<file path="src/sv/rrs_ram.sv">
// generic ram with one write port and two registered read ports
`default_nettype none
module rrs_ram #(
  parameter int unsigned Width = 8,
  parameter int unsigned Depth = 16,
  localparam int unsigned AddrW = (Depth > 1) ? $clog2(Depth) : 1
) (
  input  wire logic                  clk_i,
  input  wire logic                  we_i,
  input  wire logic [AddrW-1:0]      waddr_i,
  input  wire logic [Width-1:0]      wdata_i,
  input  wire logic [AddrW-1:0]      raddr0_i,
  input  wire logic [AddrW-1:0]      raddr1_i,
  output logic      [Width-1:0]      rdata0_o,
  output logic      [Width-1:0]      rdata1_o
);
  logic [Width-1:0] mem_q [Depth];

  always_ff @(posedge clk_i) begin
    if (we_i) begin
      mem_q[waddr_i] <= wdata_i;
    end
    rdata0_o <= mem_q[raddr0_i];
    rdata1_o <= mem_q[raddr1_i];
  end
endmodule
`default_nettype wire

</file>
<file path="config.mk">
export PLATFORM = sky130hd
export DESIGN_NAME = rrs_ram
export DESIGN_NICKNAME = d
export VERILOG_FILES = /design/src/sv/rrs_ram.sv
export SDC_FILE = /design/constraint.sdc
export NUM_CORES = 1
export LEC_CHECK = 0
export BUFFER_PORTS_ARGS = -buffer_cell sky130_fd_sc_hd__buf_2
export CAP_MARGIN = 20
export CORE_UTILIZATION = 40
export CTS_CLUSTER_DIAMETER = 60
export DETAILED_ROUTE_END_ITERATION = 10
export GPL_ROUTABILITY_DRIVEN = 0
export PLACE_DENSITY_LB_ADDON = 0.1
export SLEW_MARGIN = 25
export SYNTH_ARGS = -nofsm -noshare
export SYNTH_HDL_FRONTEND = slang
export SYNTH_SLANG_ARGS = --single-unit
</file>
<file path="constraint.sdc">
create_clock -name clk_i -period 3.34 [get_ports clk_i]
set_clock_uncertainty 0.05 [all_clocks]
set_input_delay 0.334 -clock clk_i [delete_from_list [all_inputs] [get_ports clk_i]]
set_output_delay 0.334 -clock clk_i [all_outputs]
set_load 0.1 [all_outputs]
</file>
======== Word level (Yosys, flattened, before mapping) ========
Memory sizes are Yosys's and may differ from the RTL's. A register that Yosys moved wholly into a read port is not among the register bits.
Cells that the tools add are included.
word-level totals
  output and inout port bits .............. 16
  input port bits ......................... 22
  register bits ........................... 0
  memories ................................ 1
  memory bits (writable) .................. 128
cells by class
  muxes and demuxes ....................... 2
memory list
  memory  depth  width  read ports  clocked after memory_dff  wr ports  RTL line  source
  mem_q   16     8      2           2                         1         17        logic [Width-1:0] mem_q [Depth];
operators with widths
  kind              count
  2-to-1 mux 1 bit  2

======== Logic depth before layout (Yosys ltp) ========
  word-level depth ........................ 2
  mapped depth ............................ 5

======== Worst setup path after synthesis ========
Ideal clock, no wire load.
  path type ............................... input port to flip-flop
  start ................................... input waddr_i[2]
  end ..................................... memory mem_q[0][0], enable pin
  arrival ................................. 1.444 ns
  stages .................................. 2
  path slack .............................. 1.463 ns
  data required time ...................... 2.907 ns
  cell sequence ........................... or3b_2 > nor3_1
RTL lines
  what         RTL line  source
  from (decl)  10        input wire logic [AddrW-1:0] waddr_i,
  to (decl)    17
Straight into the memory's write port.

==> qor.yml <==
die:
  io_pins: 38
  die_w_um: 128
  dieArea_um2: 16400
  rows: 45
  core_area_um2: 15300
  start_util_pct: 41.4
  die_h_um: 128
detailed_routing:
  drc: 0
  post_drt_wl_per_cell_um: 24.8
  vias: 3343
  wl_um: 14600
  routed_via_density: 5.70
  drtIter0Drc: 404
  ant_nets: 0
  first_pass_iters: 4
power_and_ir_drop:
  power_density_nw_per_um2: 588
  ir_drop_mv: 0.463
  leakage_uw: 0.00255
clock_tree:
  clock_latency_ns: 0.42
  cts_tree: "built"
  ctsHoldBuffers: 0
  cts_buffer_depth: 2
  cts_buffers: 17
  cts-root-buf: "clkbuf_16"
  cts_num_sinks: 144
  htreeDepth: 4
  postCtsSetupBuffers: 0
  path_clk_slew_ns: 0.06
  ctsResizeCount: 0
flow_run:
  cap_violations: 0
min_path:
  hold_start: "wdata_i[2]"
  hold_class: "in -> reg"
  holdPathStages: 1
  min_to: "mem_q[7][2]"
layout:
  syn_to_final_growth_pct: 16.1
  most-common-layout-cells: "edfxtp_1 (128), buf_2 (37), mux4_2 (34)"
  n_antenna_cell: 0
  drive_above_1_share_pct: 32.2
  nets: 385
  post-route-cell-area_um2: 7370
  mostFrequentLayoutCell: "edfxtp_1"
timing:
  min_period_ns: 1.85
  rsz0062_at_grt: "false"
  finalHoldViolations: 0
  finalSetupViolations: 0
  slew_headroom_pct: 38.6
  fin_tns_setup_ns: 0
  tightest_slew_ns: 0.921
  final-max-slew-violation-count: 0
  fmax_mhz: 540
  period_share_pct: 55.4
global_routing:
  grt_pass1_vias: 3568
  grt_max_degree: 33
  grt_usage_pct: 19.8
  grt_first_pass_wirelength_um: 21900
  grt.overflow.total: 0
  antenna_found_initial: 0
outcome:
  status: "finished, final reports clean"
critical_path:
  rrSetupSlack_ns: 1.82
  path_class: "in -> reg"
  cp_max_fo: 24
  reg2reg_to: "rdata0_o[0]"
  cp.required_ns: 3.59
  timing.rr.start: "mem_q[0][0]"
  critPathArrivalTime_ns: 2.10
  cp-start-kind: "input pin"
  cp-end-kind: "flop"
  r2r_cells: 3
synth:
  mappedNetlistNets: 329
  async_flop_share_pct: 0
  syn-instance-count: 307
  ys_seq_elements: 144
  syn_area_um2: 6350
  synth_cell_type_count: 20
  ys.warnings.count: 0
  synth_edf_count: 128
  ys_seq_area_share_pct: 65.6
  synthFlopType: "edfxtp_1"
  synth_area_per_cell_um2: 20.7
placed_design:
  dpl.hpwl_um: 9140
  dpl-instance-area_um2: 6790
  numPortBuffers: 37
Yosys cell counts (4+ instances only):
library cell | n | share of area, %
buf_2 | 6 | 0.47
nand2_1 | 17 | 1.0
nor3_1 | 4 | 0.32
nor2_1 | 14 | 0.83
mux4_1 | 28 | 12
mux4_2 | 34 | 12
buf_6 | 6 | 1.1
clkdlybuf4s25_2 | 6 | 0.95
a22oi_1 | 32 | 3.8
dfxtp_1 | 16 | 5.0
edfxtp_1 | 128 | 61
routing by layer:
metal / vias to the layer above / track usage, % / part of all wire, %
li1: 1451 / - / -
met1: 1745 / 26.0 / 41
met2: 125 / 30.8 / 48
met3: 22 / 4.72 / 8.3
met4: 0 / 10.3 / 2.6
met5: - / 0 / 0
registers in the layout, indices dropped and copies added, names as in the netlist:
| register | flops |
|---|---|
| rdata0_o | 8 |
| rdata1_o | 8 |
| mem_q | 128 |
cells by family (layout without fill, tap and decap cells):
family | Yosys count | count (layout) | share of synthesized area [%]
AND/OR/NAND/NOR | 47 | 47 | 3.43
buffers and inverters | 20 | 89 | 2.72
AO/OA/AOI/OAI | 32 | 32 | 3.79
multiplexers | 64 | 64 | 24.4
flip-flops | 144 | 144 | 65.6
report_power, final:
group | internal [uW] | switching [uW] | leakage, uW
clock | 1170 | 666 | 0.000286
sequential | 2020 | 22.0 | 0.00129
combinational | 137 | 323 | 0.000969
total | 3320 | 1010 | 0.00255
through the flow:
step / hold slack, ns / total power, uW / util, % / worst slack, ns / std cells
floorplan: 0.383 / 2420 / - / 1.46 / 307
global placement: 0.623 / 2530 / 44.3 / 1.04 / 555
detailed placement: 0.638 / 2540 / 44.3 / 1.02 / 555
CTS: 0.229 / 4370 / 48.1 / 1.48 / 587
global route: 0.243 / 4460 / 48.1 / 1.38 / 587
finish: 0.249 / 4330 / 48.1 / 1.49 / 587
final cells by class:
| type | instances | area, um2 |
|---|---|---|
| Tap cell | 211 | 264 |
| Timing Repair Buffer | 57 | 348 |
| Clock inverter | 7 | 82.6 |
| Multi-Input combinational cell | 143 | 2010 |
| Sequential cell | 144 | 4160 |
| Fill cell | 1288 | 7950 |
| Clock buffer | 25 | 495 |
worst max path at each step:
stage                startpoint     endpoint  slack, ns  cells after the start
finish              raddr0_i[0]  rdata0_o[1]       1.49                      5
global route        raddr0_i[0]  rdata0_o[2]       1.38                      5
CTS                 raddr0_i[0]  rdata0_o[1]       1.48                      5
detailed placement  raddr0_i[0]  rdata0_o[2]       1.02                      5
global placement    raddr0_i[0]  rdata0_o[2]       1.04                      5
floorplan            waddr_i[2]  mem_q[0][0]       1.46                      2
critical path, stage by stage:
cell and delay [ns]:
buf_2 0.61, buf_4 0.31, mux4_1 0.56, a22oi_1 0.20, nand2_1 0.07
Note: power is estimated with default switching activity, not from simulation.
