==> config.mk <==
export PLATFORM = sky130hd
export DESIGN_NAME = rrs_div
export DESIGN_NICKNAME = d
export VERILOG_FILES = /design/src/sv/rrs_div.sv
export SDC_FILE = /design/constraint.sdc
export NUM_CORES = 1
export LEC_CHECK = 0
export ABC_AREA = 1
export BUFFER_PORTS_ARGS = -buffer_cell sky130_fd_sc_hd__buf_4
export CAP_MARGIN = 10
export CORE_MARGIN = 2
export CORE_UTILIZATION = 50
export CTS_BUF_LIST = sky130_fd_sc_hd__clkbuf_4
export CTS_CLUSTER_SIZE = 24
export DETAILED_ROUTE_END_ITERATION = 6
export HOLD_SLACK_MARGIN = 0.02
export PLACE_DENSITY_LB_ADDON = 0.08
export SLEW_MARGIN = 30
export SYNTH_ARGS = -nofsm -noshare
export SYNTH_HDL_FRONTEND = slang
export SYNTH_SLANG_ARGS = --single-unit
==> constraint.sdc <==
create_clock -name clk_i -period 2.3 [get_ports clk_i]
set_input_delay 0.115 -clock clk_i [delete_from_list [all_inputs] [get_ports clk_i]]
set_output_delay 0.115 -clock clk_i [all_outputs]
set_load 0.02 [all_outputs]
==> src/sv/rrs_div.sv <==
// iterative restoring divider, one quotient bit per cycle
`default_nettype none
module rrs_div #(
  parameter int unsigned NumWidth = 48,
  parameter int unsigned DivWidth = 17
) (
  input  wire logic                clk_i,
  input  wire logic                rst_ni,
  input  wire logic                start_i,
  input  wire logic [NumWidth-1:0] num_i,
  input  wire logic [DivWidth-1:0] div_i,
  output logic      [NumWidth-1:0] quo_o,
  output logic                     done_o
);
  localparam int unsigned CntW = $clog2(NumWidth);
  logic [NumWidth-1:0] quo_q, quo_d;
  logic [DivWidth-1:0] rem_q, rem_d, div_q;
  logic [CntW-1:0]     cnt_q;
  logic                busy_q, done_q;
  logic [DivWidth:0]   shifted;
  logic                take;

  always_comb begin
    shifted = {rem_q, quo_q[NumWidth-1]};
    take    = shifted >= {1'b0, div_q};
    rem_d   = take ? DivWidth'(shifted - {1'b0, div_q}) : DivWidth'(shifted);
    quo_d   = {quo_q[NumWidth-2:0], take};
  end

  always_ff @(posedge clk_i or negedge rst_ni) begin
    if (!rst_ni) begin
      busy_q <= 1'b0;
      done_q <= 1'b0;
      cnt_q  <= '0;
    end else begin
      done_q <= 1'b0;
      if (start_i) begin
        busy_q <= 1'b1;
        cnt_q  <= '0;
      end else if (busy_q) begin
        cnt_q <= cnt_q + CntW'(1);
        if (cnt_q == CntW'(NumWidth - 1)) begin
          busy_q <= 1'b0;
          done_q <= 1'b1;
        end
      end
    end
  end

  always_ff @(posedge clk_i) begin
    if (start_i) begin
      quo_q <= num_i;
      rem_q <= '0;
      div_q <= div_i;
    end else if (busy_q) begin
      quo_q <= quo_d;
      rem_q <= rem_d;
    end
  end

  assign quo_o  = quo_q;
  assign done_o = done_q;
endmodule
`default_nettype wire

== Word level (Yosys, flattened, before mapping) ==
Cells that the tools add are included.
Widths: inputs -> output; s select.

* Divide/modulo/power cells: 0
* Multipliers: 0
* Equal/unequal tests: 1
* Shift-type cells: 0
* $add $sub $neg: 2
* Magnitude comparators: 1
* Bitwise gates (word level): 0
* Reductions and logical operators: 1
* Muxes and demuxes: 11

{| class="wikitable"
|+ Operators with widths
! operator !! number
|-
| $mux 48 || 2
|-
| $ge 18x17->1 || 1
|-
| $mux 17 || 1
|-
| $sub 17x17->17 || 1
|-
| $mux 6 || 2
|-
| $add 6x1->6 const B || 1
|-
| $eq 6x6->1 const B || 1
|-
| $mux 1 || 6
|-
| $reduce_bool 2->1 || 1
|}

* Input port bits: 68
* Bits in writable memories: 0
* Memories kept: 0
* Latch bits: 0
* Logic and storage cells: 22
* Memory bits (read-only): 0
* Register bits: 90
* Output and inout bits: 49

== Longest topological paths before layout ==
Gate-level depths: netlist (run 1).

* Depth in word-level cells: 4
* Mapped depth: 15
* Depth with buffers taken out: 15

== Worst setup path after synthesis (run 1) ==
Ideal clock, no wire load.

* Path type: reg2reg
* Start: register quo_q[47], in the netlist quo_o[47]
* End: register rem_q[10]
* Period minus slack after synthesis: 2.102 ns
* Data required time: 2.133 ns
* Path slack: 0.198 ns
* Path buffers: 2
* Stages on the path, launching flop included: 13
* Data arrival time: 1.935 ns
* Library setup time: 0.167 ns
* Path through: edfxtp_1 > inv_1 > ha_1 > inv_1 > fa_1 > nand3_2 > nand3_2 > nand2_2 > buf_6 > buf_6 > nand3_1 > nand3_2 > o21ai_2

* Longest elaborated chain between the ends: 2
* Elaborated cells on any way between the ends: 3
* Classes of those cells: add/sub: 1; order compare: 1; mux: 1

{| class="wikitable"
|+ RTL lines
! what !! line !! text
|-
| from (decl) || 16 || <nowiki>logic [NumWidth-1:0] quo_q, quo_d;</nowiki>
|-
| from (signal assigned) || 52 || <nowiki>quo_q <= num_i;</nowiki>
|-
| from (signal assigned) || 56 || <nowiki>quo_q <= quo_d;</nowiki>
|-
| $sub 17x17->17 / $ge 18x17->1 (equally long branches) || 26, 25 ||
|-
| $mux 17 (*) || 26 || <nowiki>rem_d = take ? DivWidth'(shifted - {1'b0, div_q}) : DivWidth'(shifted);</nowiki>
|-
| to (signal assigned) || 57 || <nowiki>rem_q <= rem_d;</nowiki>
|-
| to (decl) || 17 || <nowiki>logic [DivWidth-1:0] rem_q, rem_d, div_q;</nowiki>
|}

Mark *: on every way between the ends. The rest lies on a longest branch, timed or not.
A chain may end at the register's enable or synchronous reset.

== Worst setup path in the final report (run 1) ==
* Start: register quo_q[47], in the netlist quo_o[47]
* End: register rem_q[16]

The elaborated chain is that of the path after synthesis.

==> results.sh, run 1 <==
export IMPL_postCtsSetupBuffers=0
export IMPL_cts_made_buffers=9
export IMPL_r2r_cells=14
export IMPL_setup_slack_ns=0.230
export IMPL_cp_start_kind="register"
export IMPL_ant_nets=0
export IMPL_clk_insertion_delay_late_ns=0.43
export IMPL_crit_path_top_delay_cell="edfxtp_1"
export IMPL_setup_tns_final_ns=0
export IMPL_critPathRequiredTime_ns=2.64
export IMPL_top_usage_layer="met2"
export IMPL_grt_max_degree=50
export IMPL_r2r_slack_ns=0.23
export IMPL_period_needed_ns=2.07
export IMPL_core_area_sq_mm=0.00968
export IMPL_critPathCaptureType="register"
export IMPL_maxSlewViolCount=0
export IMPL_cp_max_fo=4
export IMPL_synth_flop_cell="edfxtp_1"
export IMPL_rsz0062_at_grt="no"
export IMPL_timing_final_crit_share=0.900
export IMPL_io_buffers=116
export IMPL_post_drt_wl_per_cell_um=13.2
export IMPL_mappedNetlistArea_sq_mm=0.00494
export IMPL_fill_cells=744
export IMPL_syn_inst=614
export IMPL_antenna_found_initial=0
export IMPL_tritoncts="built"
export IMPL_cp_arrival_ns=2.41
export IMPL_startpoint="quo_o[47]"
export IMPL_die_area_sq_mm=0.0107
export IMPL_area_growth_pct=37.1
export IMPL_gp_congestion=0.905
export IMPL_drive_above_1_share=0.200
export IMPL_route_detailed_drc=0
export IMPL_slew_headroom=0.593
export IMPL_drtPass1Iterations=5
export IMPL_fin_area_sq_mm=0.00677
export IMPL_worstSetupPathType="register to register"
export IMPL_ios=117
export IMPL_cap_violations=0
export IMPL_status="finished clean"
export IMPL_p_leak_nw=3.45
export IMPL_ys_seq_area_frac=0.505
export IMPL_cts_buffer_depth=2
export IMPL_synth_top_cell_by_area="edfxtp_1"
export IMPL_yosysUniqueCellTypes=34
export IMPL_tightest_slew_ns=0.611
export IMPL_clk_pin_slew_ns=0.13
export IMPL_hold_class="input port to register"
export IMPL_skew_ns=0.0117
export IMPL_placed_cell_area_sq_mm=0.00594
export IMPL_grt_met3_usage=0.0444
export IMPL_setup_worst_path_end="rem_q[16]"
export IMPL_r2r_start="quo_o[47]"
export IMPL_vias=4560
export IMPL_grt_remaining_overflow=0
export IMPL_cts_root_buffer="clkbuf_4"
export IMPL_grt_pass1_wl_um=20600
export IMPL_synth_area_leaders="edfxtp_1 (40%), nand2_1 (21%), dfxtp_1 (6.9%)"
export IMPL_place_ws_ns=0.143
export IMPL_grt_met2_usage=0.404
export IMPL_slowest_delay_ns=0.42
export IMPL_timing_rr_end="rem_q[16]"
export IMPL_htree_levels=3
export IMPL_finalHoldViolations=0
export IMPL_start_util=0.510
export IMPL_crit_path_frequent_cell="nand2_1"
export IMPL_ir_drop_mv=0.434
export IMPL_synth_edf_count=65
export IMPL_grt_pass1_vias=4499
export IMPL_holdWs_ns=0.0559
export IMPL_n_antenna_cell=0
export IMPL_wl_um=12400
export IMPL_powerDensity_mw_per_mm2=860
export IMPL_ys_ff_latch=90
export IMPL_hpwl_um=8340
export IMPL_clock_fmax_mhz=483
export IMPL_yosysWarnings=0
export IMPL_syn_nets=701
export IMPL_die_x_um=103
export IMPL_path_cells="inv_1 -> ha_1 -> inv_1 -> fa_2 -> nand3_1 -> nand3_1 -> nand2_1 -> nand2_1 -> nand2_1 -> nand3_1 -> nand2_1 -> nand2_1 -> nand3_1 -> nand2_1"
export IMPL_die_y_um=103
export IMPL_grt_use_met1=0.332
export IMPL_numClockSinks=90
export IMPL_routed_via_density=4.87
export IMPL_syn_avg_cell_area_sq_um=8.04
export IMPL_rows=36
export IMPL_final_net_count=886
export IMPL_synthArstFlopShare=0.0889
export IMPL_track_usage=0.247
export IMPL_synth_top_cell_area_share=0.395
export IMPL_drtIter0Drc=244
export IMPL_finalSetupViolations=0
## stage by stage
stage                util  std cells  total power, mW
floorplan               -        614             4.12
finish              0.699        937             5.82
detailed placement  0.613        855             4.73
CTS                 0.698        937             5.81
global route        0.699        937             6.30
global placement    0.613        855             4.73
## how the worst min path moves through the flow
stage | from | endpoint | slack (ns) | depth (start not counted)
2_1_floorplan | rst_ni | busy_q | -0.18 | 0
3_3_place_gp | rst_ni | done_o | -0.06 | 1
3_5_place_dp | rst_ni | done_o | -0.06 | 1
4_1_cts | num_i[0] | quo_o[0] | 0.04 | 3
5_1_grt | num_i[0] | quo_o[0] | 0.06 | 3
6_report | num_i[0] | quo_o[0] | 0.06 | 3
## cells by family (layout without fill, tap and decap cells)
family                   after synthesis  in the layout  share of synthesized area
AO/OA/AOI/OAI                         31             31                     0.0342
XOR/XNOR                               7              7                     0.0124
adder cells (fa/ha/maj)               19             19                     0.0497
buffers and inverters                 96            286                     0.0836
flip-flops                            90             90                      0.505
AND/OR/NAND/NOR                      371            371                      0.315
## final cells by class
cell class	count	area, sq um	share of cell area
Multi-Input combinational cell	428	2040	0.301
Sequential cell	90	2490	0.368
Clock inverter	4	67.6	0.00999
Clock buffer	12	90.1	0.0133
Timing Repair Buffer	192	1620	0.239
Tap cell	133	166	0.0246
Inverter	78	293	0.0433
## timing repair
item / 4_1_cts / 5_1_grt
setup endpoints to repair: 0 / 16
endpoints found under the hold margin: 72 / 0
hold buffers: 66 / 0
resized for setup: 0 / 2
## critical path: cells and delay by family, from the launching register on
family | cells | cell delay [ns]
and+or+nand+nor | 10 | 0.88
DFF | 1 | 0.42
adders and majority gates | 2 | 0.53
buffers and inverters | 2 | 0.17
## sequential cells by signal, summed over array words and instances, names as in the netlist
signal	flops
busy_q	1
cnt_q	6
div_q	17
done_o	1
quo_o	48
rem_q	17
## layer usage
metal	routed length, um	vias up
li1	-	2312
met1	5400	2082
met2	5950	147
met3	827	19
met4	214	0
met5	0	-
## cell usage after synthesis, types with 2 or more instances
library cell / n
nand3b_1: 5
o21ai_1: 2
xnor2_1: 7
dfrtp_1: 8
and2_1: 2
a21oi_1: 14
nand3_1: 41
ha_1: 18
nand2_2: 6
nor2_2: 2
edfxtp_1: 65
nand3_2: 6
nor2_1: 25
nand2_1: 272
nor3_1: 6
clkbuf_1: 11
buf_6: 4
nand4_1: 3
inv_1: 77
dfxtp_1: 17
o21ai_0: 10
## report_power, final
group          leakage, nW  internal (mW)  switching (mW)
Sequential           0.938           2.01           0.161
Combinational         2.43           1.09            1.58
Clock               0.0866          0.473           0.503
## placed cells by master (no fill, tap or decap), types with 2 or more instances in the layout
cell,n
nand2_2,5
nand3_2,6
a21oi_1,14
nor3_1,6
nor2_2,2
o21ai_0,10
xnor2_1,7
bufinv_16,2
dfxtp_1,17
dlygate4sd3_1,66
nand2_1,272
buf_4,125
nand3b_1,5
clkinv_1,2
inv_2,2
o21ai_1,2
nand3_1,41
ha_1,18
dfrtp_1,8
nand4_1,3
clkbuf_4,12
and2_1,2
inv_1,76
edfxtp_1,65
nor2_1,25
No activity file was read; power rests on OpenSTA's default activity.
==> run 2, diff against run 1 <==
==> constraint.sdc (replaced) <==
create_clock -name clk_i -period 2.45 [get_ports clk_i]
set_input_delay 0.1225 -clock clk_i [delete_from_list [all_inputs] [get_ports clk_i]]
set_output_delay 0.1225 -clock clk_i [all_outputs]
set_load 0.02 [all_outputs]
==> run 2 against run 1 <==
Sequential power is 6% lower. Die area stayed put. Maximum frequency is 3.8% lower. Utilization is 0.19 points lower. Design area is 0.28% lower. Routed wire length is 3.1% higher. Register-to-register slack better by 0.07 ns. Clock-buffer cell count is 1 lower. Sequential share of layout area is 0.10 points higher. Critical path depth is 3 lower.
==> results.sh, run 2 (synthesis gave the netlist of run 1 again) <==
export IMPL_post_cts_resized=0
export IMPL_cp_max_fo=14
export IMPL_track_usage=0.256
export IMPL_die_area_sq_mm=0.0107
export IMPL_critPathRequiredTime_ns=2.78
export IMPL_vias=4580
export IMPL_ant_nets=0
export IMPL_ios=117
export IMPL_die_x_um=103
export IMPL_placedCellCount=853
export IMPL_timing_rr_end="rem_q[7]"
export IMPL_cp_start_kind="register"
export IMPL_setup_tns_final_ns=0
export IMPL_cts_root_buffer="clkbuf_4"
export IMPL_post_drt_wl_per_cell_um=13.6
export IMPL_cp_arrival_ns=2.49
export IMPL_place_ws_ns=0.332
export IMPL_cts_buffer_depth=2
export IMPL_r2r_slack_ns=0.30
export IMPL_fin_cells=936
export IMPL_start_util=0.510
export IMPL_p_leak_nw=3.44
export IMPL_final_net_count=885
export IMPL_io_buffers=116
export IMPL_critPathCaptureType="register"
export IMPL_maxSlewViolCount=0
export IMPL_tightest_slew_ns=0.712
export IMPL_fin_util=0.697
export IMPL_grt_max_degree=47
export IMPL_rsz0062_at_grt="no"
export IMPL_worstSetupPathType="register to register"
export IMPL_drtPass1Iterations=5
export IMPL_grt_pass1_wl_um=21300
export IMPL_routed_via_density=4.89
export IMPL_r2r_start="quo_o[47]"
export IMPL_cts_made_buffers=9
export IMPL_period_needed_ns=2.15
export IMPL_whs_path_depth=1
export IMPL_tritoncts="built"
export IMPL_clk_pin_slew_ns=0.15
export IMPL_r2r_cells=11
export IMPL_powerDensity_mw_per_mm2=802
export IMPL_cap_violations=0
export IMPL_setup_slack_ns=0.298
export IMPL_n_antenna_cell=0
export IMPL_finalSetupViolations=0
export IMPL_clock_fmax_mhz=465
export IMPL_timing_final_crit_share=0.878
export IMPL_skew_ns=0.0192
export IMPL_finalHoldViolations=0
export IMPL_hp_start="start_i"
export IMPL_clk_insertion_delay_late_ns=0.45
export IMPL_holdWs_ns=0.0907
export IMPL_grt_remaining_overflow=0
export IMPL_status="finished clean"
export IMPL_htree_levels=3
export IMPL_largest_reg_flops=48
export IMPL_route_detailed_drc=0
export IMPL_hpwl_um=8310
export IMPL_rows=36
export IMPL_wl_um=12800
export IMPL_drtIter0Drc=181
export IMPL_die_y_um=103
export IMPL_antenna_found_initial=0
export IMPL_grt_pass1_vias=4592
export IMPL_final_cell_mix="nand2_1 (272), buf_4 (122), inv_1 (76)"
export IMPL_hold_buffers=67
export IMPL_core_area_sq_mm=0.00968
export IMPL_slew_headroom=0.525
export IMPL_drive_above_1_share=0.198
export IMPL_postCtsSetupBuffers=0
export IMPL_hold_class="input port to register"
export IMPL_area_growth_pct=36.7
export IMPL_ir_drop_mv=0.393
export IMPL_gp_congestion=0.876
export IMPL_numClockSinks=90
export IMPL_hold_end="div_q[16]"
export IMPL_mostFrequentLayoutCell="nand2_1"
## run 2: how the worst max path moves through the flow
stage | start | end | cells after the start
after floorplan | quo_o[47] | rem_q[10] | 12
after global placement | quo_o[47] | rem_q[15] | 13
after detailed placement | quo_o[47] | quo_o[0] | 9
after CTS | quo_o[47] | rem_q[7] | 11
after global routing | quo_o[47] | rem_q[8] | 12
final | quo_o[47] | rem_q[7] | 11
## run 2: layer usage
layer	vias to the layer above	share of wire	wire, um	global-route usage
li1	2308	-	-	-
met4	0	0.018	228	0.0972
met3	17	0.060	762	0.0517
met1	2130	0.43	5460	0.326
met2	125	0.50	6330	0.431
met5	-	0	0	0
## run 2: stage by stage
stage | power (mW) | instance area (sq um)
4_1_cts | 5.40 | 6750
3_3_place_gp | 4.43 | 5940
3_5_place_dp | 4.47 | 5940
5_1_grt | 5.84 | 6750
6_report | 5.41 | 6750
2_1_floorplan | 3.87 | 4940
## run 2: final cells by class
cell class              instances  area, sq um
clock buffers                  11         82.6
clock inverters                 5         56.3
fillers                       766         2940
inverters                      78          293
multi-input cells             428         2030
flip-flops and latches         90         2490
well taps                     133          166
repair buffers                191         1630
## run 2: power breakdown
part / leakage, nW / total [mW] / internal [mW] / switching, mW
clock: 0.0667 / 0.847 / 0.331 / 0.517
combinational: 2.43 / 2.53 / 1.03 / 1.50
sequential: 0.938 / 2.04 / 1.89 / 0.150
## run 2: critical path: stages, from the launching register on
cell      delay (ns)
edfxtp_1        0.41
inv_1           0.09
ha_1            0.14
inv_1           0.07
fa_1            0.45
nand3_2         0.13
nand3_2         0.09
nand2_2         0.13
buf_4           0.24
nand3_1         0.12
nand3_1         0.09
o21ai_0         0.07
